File: src/sv/fic_pkg.sv
// Package with the command codes and the payload types of the converter.
`timescale 1ns / 1ps
package fic_pkg;
    typedef logic [1:0]  t_cmd;
    typedef logic [31:0] t_word;
    localparam t_cmd CMD_S2F = 2'd0;
    localparam t_cmd CMD_U2F = 2'd1;
    localparam t_cmd CMD_F2S = 2'd2;
    localparam t_cmd CMD_F2U = 2'd3;
    localparam int   EXP_BIAS = 127;
endpackage

File: src/sv/fic_int2flt.sv
// Integer to single-precision conversion with round to nearest even.
`timescale 1ns / 1ps
module fic_int2flt (
    input  fic_pkg::t_cmd  i_cmd,
    input  fic_pkg::t_word i_bits,
    output fic_pkg::t_word o_result
);
    import fic_pkg::*;
    logic        neg;
    logic [31:0] mag;
    logic [31:0] norm;
    logic [4:0]  top;
    logic [4:0]  lz;
    logic        found;
    logic [24:0] q;
    logic        guard;
    logic        sticky;
    logic [7:0]  ex;

    always_comb begin
        neg = (i_cmd == CMD_S2F) && i_bits[31];
        mag = neg ? (32'd0 - i_bits) : i_bits;
        lz = 5'd0;
        found = 1'b0;
        for (int k = 31; k >= 0; k--) begin
            if (!found && mag[k]) begin
                found = 1'b1;
                lz = 5'(31 - k);
            end
        end
        top = 5'd31 - lz;
        norm = mag << lz;
        // Bits below the 24 kept ones decide the rounding.
        guard = norm[7];
        sticky = |norm[6:0];
        q = {1'b0, norm[31:8]};
        if (guard && (sticky || q[0])) begin
            q = q + 25'd1;
        end
        ex = 8'(top) + 8'(EXP_BIAS);
        if (q[24]) begin
            ex = ex + 8'd1;
        end
        if (!found) begin
            o_result = 32'd0;
        end else begin
            o_result = {neg, ex, q[24] ? q[23:1] : q[22:0]};
        end
    end
endmodule

File: src/sv/fic_flt2int.sv
// Single precision to saturated 32-bit integer with round to nearest even.
`timescale 1ns / 1ps
module fic_flt2int (
    input  fic_pkg::t_cmd  i_cmd,
    input  fic_pkg::t_word i_bits,
    output fic_pkg::t_word o_result
);
    import fic_pkg::*;
    logic        neg;
    logic        want_signed;
    logic [7:0]  ef;
    logic [22:0] man;
    logic [32:0] mag;
    logic [55:0] wide;
    logic        guard;
    logic        sticky;
    logic        big;
    logic [4:0]  rsh;

    always_comb begin
        neg = i_bits[31];
        ef = i_bits[30:23];
        man = i_bits[22:0];
        want_signed = (i_cmd == CMD_F2S);
        big = 1'b0;
        mag = 33'd0;
        wide = 56'd0;
        guard = 1'b0;
        sticky = 1'b0;
        rsh = 5'd0;
        if (ef == 8'hFF) begin
            big = 1'b1;
        end else if (ef >= 8'd159) begin
            big = 1'b1;
        end else if (ef >= 8'd150) begin
            mag = 33'({1'b1, man}) << (ef - 8'd150);
        end else if (ef >= 8'd126) begin
            // Right shift by 150 - ef keeps integer bits; the rest rounds.
            rsh = 5'(8'd150 - ef);
            wide = {1'b1, man, 32'd0} >> rsh;
            mag = 33'(wide[55:32]);
            guard = wide[31];
            sticky = |wide[30:0];
            if (guard && (sticky || mag[0])) begin
                mag = mag + 33'd1;
            end
        end
        if (ef == 8'hFF && man != 23'd0) begin
            o_result = 32'd0;
        end else if (ef == 8'd0) begin
            o_result = 32'd0;
        end else if (want_signed) begin
            if (neg) begin
                o_result = (big || mag > 33'h080000000) ? 32'h80000000
                                                        : (32'd0 - mag[31:0]);
            end else begin
                o_result = (big || mag > 33'h07FFFFFFF) ? 32'h7FFFFFFF : mag[31:0];
            end
        end else if (neg) begin
            o_result = 32'd0;
        end else begin
            o_result = (big || mag[32]) ? 32'hFFFFFFFF : mag[31:0];
        end
    end
endmodule

File: src/sv/float_integer_converter.sv
// Top level of the integer and single-precision converter.
// Path: the input register captures each transfer, and its conversion is held in the result register.
// Throughput: one item per cycle while results are taken, set by the single combinational pass between them.
// A stalled result holds; the input register refills when the result moves on.
// Reset (synchronous, active low) clears both valid flags; payloads are not reset.
`timescale 1ns / 1ps
module float_integer_converter (
    input  logic        i_clk,
    input  logic        i_rst_n,
    input  logic        s_axis_tvalid,
    output logic        s_axis_tready,
    // [31:0] operand_bits
    input  logic [31:0] s_axis_tdata,
    // [1:0] command
    input  logic [1:0]  s_axis_tuser,
    output logic        m_axis_tvalid,
    input  logic        m_axis_tready,
    // [31:0] result_bits
    output logic [31:0] m_axis_tdata
);
    import fic_pkg::*;
    logic  r_in_valid, n_in_valid;
    t_cmd  r_cmd;
    t_word r_bits;
    logic  r_out_valid, n_out_valid;
    t_word r_result;
    t_word i2f_result;
    t_word f2i_result;
    logic  adv;

    fic_int2flt u_int2flt (.i_cmd(r_cmd), .i_bits(r_bits), .o_result(i2f_result));
    fic_flt2int u_flt2int (.i_cmd(r_cmd), .i_bits(r_bits), .o_result(f2i_result));

    assign adv = !r_out_valid || m_axis_tready;
    assign s_axis_tready = !r_in_valid || adv;
    assign m_axis_tvalid = r_out_valid;
    assign m_axis_tdata = r_result;

    always_comb begin
        n_in_valid = s_axis_tready ? s_axis_tvalid : r_in_valid;
        n_out_valid = adv ? r_in_valid : r_out_valid;
    end

    always_ff @(posedge i_clk) begin
        if (!i_rst_n) begin
            r_in_valid <= 1'b0;
            r_out_valid <= 1'b0;
        end else begin
            r_in_valid <= n_in_valid;
            r_out_valid <= n_out_valid;
        end
        if (s_axis_tready && s_axis_tvalid) begin
            r_cmd <= s_axis_tuser;
            r_bits <= s_axis_tdata;
        end
        if (adv && r_in_valid) begin
            r_result <= r_cmd[1] ? f2i_result : i2f_result;
        end
    end
endmodule

File: config.mk
export PLATFORM = sky130hd
export DESIGN_NAME = float_integer_converter
export DESIGN_NICKNAME = d
export VERILOG_FILES = /design/src/sv/fic_pkg.sv /design/src/sv/fic_int2flt.sv /design/src/sv/fic_flt2int.sv /design/src/sv/float_integer_converter.sv
export SDC_FILE = /design/constraint.sdc
export NUM_CORES = 1
export LEC_CHECK = 0
export BUFFER_PORTS_ARGS = -buffer_cell sky130_fd_sc_hd__buf_4
export CORE_ASPECT_RATIO = 1.5
export CORE_MARGIN = 1.5
export CORE_UTILIZATION = 59
export CTS_CLUSTER_SIZE = 8
export DETAILED_ROUTE_END_ITERATION = 8
export HOLD_SLACK_MARGIN = 0.05
export PLACE_DENSITY_LB_ADDON = 0.12
export SYNTH_ARGS = -nofsm -noshare
export SYNTH_HDL_FRONTEND = slang
export SYNTH_SLANG_ARGS = --single-unit
File: constraint.sdc
create_clock -name i_clk -period 12.9 [get_ports i_clk]
set_clock_uncertainty 0.05 [all_clocks]
set_input_delay 1.935 -clock i_clk [delete_from_list [all_inputs] [get_ports i_clk]]
set_output_delay 1.935 -clock i_clk [all_outputs]
set_load 0.005 [all_outputs]
# Word-level counts from Yosys, hierarchy flattened
# Cells that the tools add are included.
totals:
  ff_bits: 68
  latchBits: 0
  ram_bits: 0
  mem_bits_ro: 0
  input_bits: 38
  word_cells: 190
  memories: 0
classes:
  add_sub_neg: 9
  n_mul: 0
  div: 0
  n_lt_le_gt_ge: 5
  eq_ne: 2
  n_shift: 3
  n_mux: 84
  n_bitwise: 0
  reduce_logical: 82
ops:
  columns: ["op", "count"]
  rows:
  - ["$mux W32", 11]
  - ["$mux W33", 5]
  - ["$mux W5", 16]
  - ["$sub A1 B32 Y32 const A", 2]
  - ["$shr A56 B5 Y56", 1]
  - ["$add A24 B1 Y25 const B", 2]
  - ["$logic_and A1 B1 Y1", 37]
  - ["$mux W1", 35]
  - ["$gt A33 B31 Y1 const B", 1]
  - ["$gt A33 B32 Y1 const B", 1]
  - ["$logic_not A1 Y1", 33]
  - ["$shl A24 B8 Y33", 1]
  - ["$mux W4", 8]
  - ["$shl A32 B5 Y32", 1]
  - ["$reduce_or A31 Y1", 1]
  - ["$mux W25", 1]
  - ["$mux W23", 1]
  - ["$reduce_bool A23 Y1", 1]
  - ["$ge A8 B8 Y1 const B", 2]
  - ["$mux W3", 4]
  - ["$sub A5 B5 Y5 const A", 2]
  - ["$add A5 B7 Y8 const B", 1]
  - ["$add A8 B1 Y8 const B", 1]
  - ["$eq A8 B8 Y1 const B", 1]
  - ["9 further kinds", 16]

# Depth between registers and ports, before layout
depth:
  depth_word: 105
  ltp_mapped: 30

# Hierarchy
# From an unflattened synthesis, not the netlist that was laid out.
hier_totals:
  cells_unflattened: 1911
  hier_area_um2: 14684.1
modules_own_cells:
  columns: ["module", "instances", "cells_each", "area_each_um2", "seq_area_each_um2"]
  rows:
  - ["fic_flt2int", 1, 996, 6792.8, 0.0]
  - ["fic_int2flt", 1, 804, 5281.3, 0.0]
  - ["float_integer_converter", 1, 111, 2610.0, 2021.9]

# Worst setup path after synthesis
# Ideal clock, no wire load.
synth_path:
  path_type: "reg2reg"
  startpoint: "register r_bits[23]"
  endpoint: "register r_result[12], in the netlist m_axis_tdata[12], data pin"
  setup_ns: 0.145
  t_arrival_ns: 6.548
  required_time_ns: 12.705
  slack_ns: 6.157
  stages_incl_launch_ff: 30
  period_less_slack_ns: 6.743
  cell_sequence: "edfxtp_1 > buf_2 > buf_2 > inv_1 > clkbuf_1 > ha_1 > buf_4 > buf_2 > mux2_2 > o22a_1 > mux4_2 > nor4_1 > a41oi_2 > o21ai_0 > mux2i_1 > o21ai_0 > inv_1 > ha_1 > inv_1 > a2111oi_0 > nand3_1 > nor2_1 > and2_0 > clkbuf_1 > a31oi_1 > nor3_1 > o21ai_1 > clkbuf_1 > a221o_1 > o21ai_1"
synth_via:
  elab_chain_len: 104
  elab_cells_between_ends: 171
  classes_between: "add/sub (6); order compare (5); eq/ne (1); shift (3); mux (83); reduce/logical (73)"
synth_lines:
  columns: ["element", "line", "rtl"]
  rows:
  - ["start: declaration", "float_integer_converter.sv:24", "t_word r_bits;"]
  - ["start signal: assignment", "float_integer_converter.sv:54", "r_bits <= s_axis_tdata;"]
  - ["branches (longest 103 deep; another with $sub A1 B32 Y32)", null, null]
  - ["$mux W32 (*)", "float_integer_converter.sv:57", "r_result <= r_cmd[1] ? f2i_result : i2f_result;"]
  - ["end signal: assignment", "float_integer_converter.sv:57", null]
  - ["end: declaration", "float_integer_converter.sv:26", "t_word r_result;"]
# Mark *: on every way between the ends.
# A chain may end at the register's enable or synchronous reset.

# Final worst setup path
layout_path:
  startpoint: "register r_bits[23]"
  endpoint: "register r_result[24], in the netlist m_axis_tdata[24], data pin"
layout_via:
  elab_chain_len: 104
  elab_cells_between_ends: 174
  classes_between: "add/sub (9); order compare (5); eq/ne (1); shift (3); mux (83); reduce/logical (73)"
layout_lines:
  columns: ["element", "line"]
  rows:
  - ["branches (longest 103 deep; another with $sub A1 B32 Y32)", null]
  - ["$mux W32 (*)", "float_integer_converter.sv:57"]
# Marked as above.

==> run summary <==
Status - finished clean
Synth warn - 0
CTS Sinks - 68
Power Dens Cells - 92.3 nW/um^2
Clk buf depth - 2
Final min period - 9.54 ns
Most frequent cells in the layout - nand2_1, nor2_1, a21oi_1
Number of port buffers - 71
Hold_sp - r_in_valid
H-tree Lvls - 3
Top FF cell, synth - edfxtp_1
Max frequency - 105 MHz
Pin count of the biggest net entering global routing - 72
Leak Pwr - 4.85 nW
DIE AREA - 22900 um^2
FF-to-FF path depth - 25
Initial Util - 59.8%
MaxCap Viol Count - 0
Post-synth ARST share - 0%
Setup bufs post-CTS - 0
DRT iter0 DRCs - 2047
Via count - 15100
CTS root buf - clkbuf_16
Min-Delay Path Class - reg -> reg
Mapped Avg Cell Area - 7.63 um^2
Worst VDD drop - 0.000102 V
R2r endpoint - m_axis_tdata[24]
Cts-stage hold buffer count - 0
WP data required - 13.06 ns
Number of vias per cell - 7.80
Clk pin slew, worst setup/hold paths - 0.05 ns
Critical-path cell with the highest stage delay - a2111oi_0
EDFF count, synth - 66
Crit path kind - reg -> reg
Crit path max fanout - 71
Fin. Hold Viols - 0
Final wirelength - 52600 um
GRT Total Usage - 46.2%
Final ANT Viol Nets - 0
Filler Cell Count - 1981
Crit. Startpoint - r_bits[23]
Gr ovfl total - 0
CTS Buf Count - 9
Final setup fails - 0
RSZ-0062 raised after global routing - no
Hold EP - m_axis_tvalid
Reg2reg start - r_bits[23]
#FFs+latches synth - 68
Core Rows - 66
Die Ht - 184 um
Layout cell share with drive strength beyond 1 - 15.2%
Post-Syn Nets - 1748
Netlist Area Pre-Place - 12900 um^2
Worst-Margin Slew - 1.17 ns
DR WL/cell - 27.2 um
CTS tree - built
Final Non-Filler Cells - 1932
Worst-Skew Late Latency - 0.36 ns
Setup_tns - 0 ns
Commonest non-fill, non-tap cell in the layout - nand2_1
Vias in the first global route - 13900
Initial antenna violation count - 1
DRT Pass-1 Iters - 7
Die W - 124 um
Final Slew Violations - 0
Drc violations - 0
Arrival @ worst endpoint - 9.70 ns
Mapped Cells - 1696
Number of diodes - 0
Post-DP HPWL - 38000 um
Tcrit/Tclk final - 74.0%
Rel. slew slack - 20.2%
Cell variety after synth - 118
Worst path max stage delay - 0.83 ns
Critical Path Start Type - flop
Register area share after synthesis - 15.6%
Syn-to-layout area delta - 5.96%
WHS Path Cells - 1
Core area - 21600 um^2
R2r setup slk - 3.36 ns
Ports - 72
CTS resizes - 0
GP Congestion - 1.15
Nets - 1707
Global-route wire length before repair - 79700 um
Placed insts - 1916
Worst Setup End Kind - flop
## where the power goes
part | leakage, nW | switching, mW | internal (mW)
combinational | 4.04 | 0.438 | 0.245
sequential | 0.652 | 0.0316 | 0.264
clock | 0.165 | 0.0997 | 0.188
## worst max-delay path, delay by kind of cell (launching register included)
kind / cells / cell delay (ns)
compound gates: 10 / 3.49
fa+ha+maj: 2 / 0.67
buf+inv: 6 / 2.13
flops: 1 / 0.32
mux: 3 / 1.39
simple gates: 4 / 1.31
## per-stage QoR
| stage | instance area [um^2] | util, % | hold WS [ns] | worst slack [ns] | total power, mW |
|---|---|---|---|---|---|
| after floorplan | 12900 | - | 0.427 | 6.16 | 0.757 |
| after global placement | 13400 | 61.8 | 0.469 | 3.79 | 0.937 |
| after detailed placement | 13400 | 61.8 | 0.482 | 3.69 | 0.941 |
| after CTS | 13700 | 63.4 | 0.495 | 3.66 | 1.23 |
| after global routing | 13700 | 63.4 | 0.526 | 2.84 | 1.31 |
| final | 13700 | 63.4 | 0.510 | 3.36 | 1.27 |
## state kept, by name (all words and copies together) (netlist names)
signal         flops
r_bits            32
m_axis_tvalid      1
r_cmd              2
m_axis_tdata      32
r_in_valid         1
## how the worst max path moves through the flow
stage | slack, ns | to
3_5_place_dp | 3.69 | m_axis_tdata[16]
3_3_place_gp | 3.79 | m_axis_tdata[16]
2_1_floorplan | 6.16 | m_axis_tdata[12]
5_1_grt | 2.84 | m_axis_tdata[16]
4_1_cts | 3.66 | m_axis_tdata[24]
6_report | 3.36 | m_axis_tdata[24]
## synthesized netlist by cell type, drive strengths merged (11+ instances only)
| cell type | n | share of area, % |
|---|---|---|
| ha | 14 | 1.4 |
| nor3b | 12 | 0.82 |
| a21oi | 110 | 4.3 |
| inv | 30 | 0.87 |
| nand4 | 19 | 1.0 |
| xnor2 | 44 | 3.0 |
| nand2b | 13 | 0.63 |
| or3 | 16 | 0.77 |
| nand2 | 175 | 5.1 |
| a31o | 13 | 0.88 |
| a31oi | 21 | 1.0 |
| mux2i | 67 | 5.2 |
| o21a | 13 | 0.75 |
| and2 | 25 | 1.2 |
| nand3 | 74 | 2.9 |
| a22oi | 12 | 0.70 |
| or4 | 18 | 1.1 |
| a21o | 15 | 0.87 |
| and3 | 21 | 1.0 |
| nor4 | 36 | 2.0 |
| buf | 71 | 2.9 |
| mux4 | 43 | 7.5 |
| o31ai | 14 | 0.81 |
| o211ai | 32 | 1.9 |
| nor2b | 11 | 0.53 |
| edfxtp | 66 | 15 |
| a211oi | 34 | 2.1 |
| o21ai | 115 | 4.4 |
| nor2 | 134 | 4.0 |
| nor3 | 69 | 2.8 |
| or2 | 13 | 0.63 |
| mux2 | 22 | 1.9 |
| clkbuf | 81 | 2.3 |
| o22ai | 29 | 1.4 |
| a221oi | 13 | 1.1 |
| xor2 | 33 | 2.3 |
## final cells by class
type	instances	area, um^2	share of cell area (%)
Timing Repair Buffer	100	751	5.47
Inverter	31	116	0.849
Sequential cell	68	2020	14.7
Clock inverter	7	115	0.839
Multi-Input combinational cell	1445	10100	74.0
Tap cell	272	340	2.48
Clock buffer	9	225	1.64
## per-layer routing
layer  vias to the layer above  part of all wire (%)  global-route usage [%]
met5                         -                 0.021                       0
met4                         2                   9.2                    34.0
met3                       351                    12                    11.6
met2                      1249                    46                    74.4
met1                      6943                    33                    52.3
li1                       6529                     -                       -
## cell families after synthesis
logic type               share of synthesized area (%)
adder cells (fa/ha/maj)                           1.35
AND/OR/NAND/NOR                                   26.8
XOR/XNOR                                          5.33
AO/OA/AOI/OAI                                     30.1
multiplexers                                      14.6
buffers and inverters                             6.20
flip-flops                                        15.6
No activity file was read; power rests on OpenSTA's default activity.
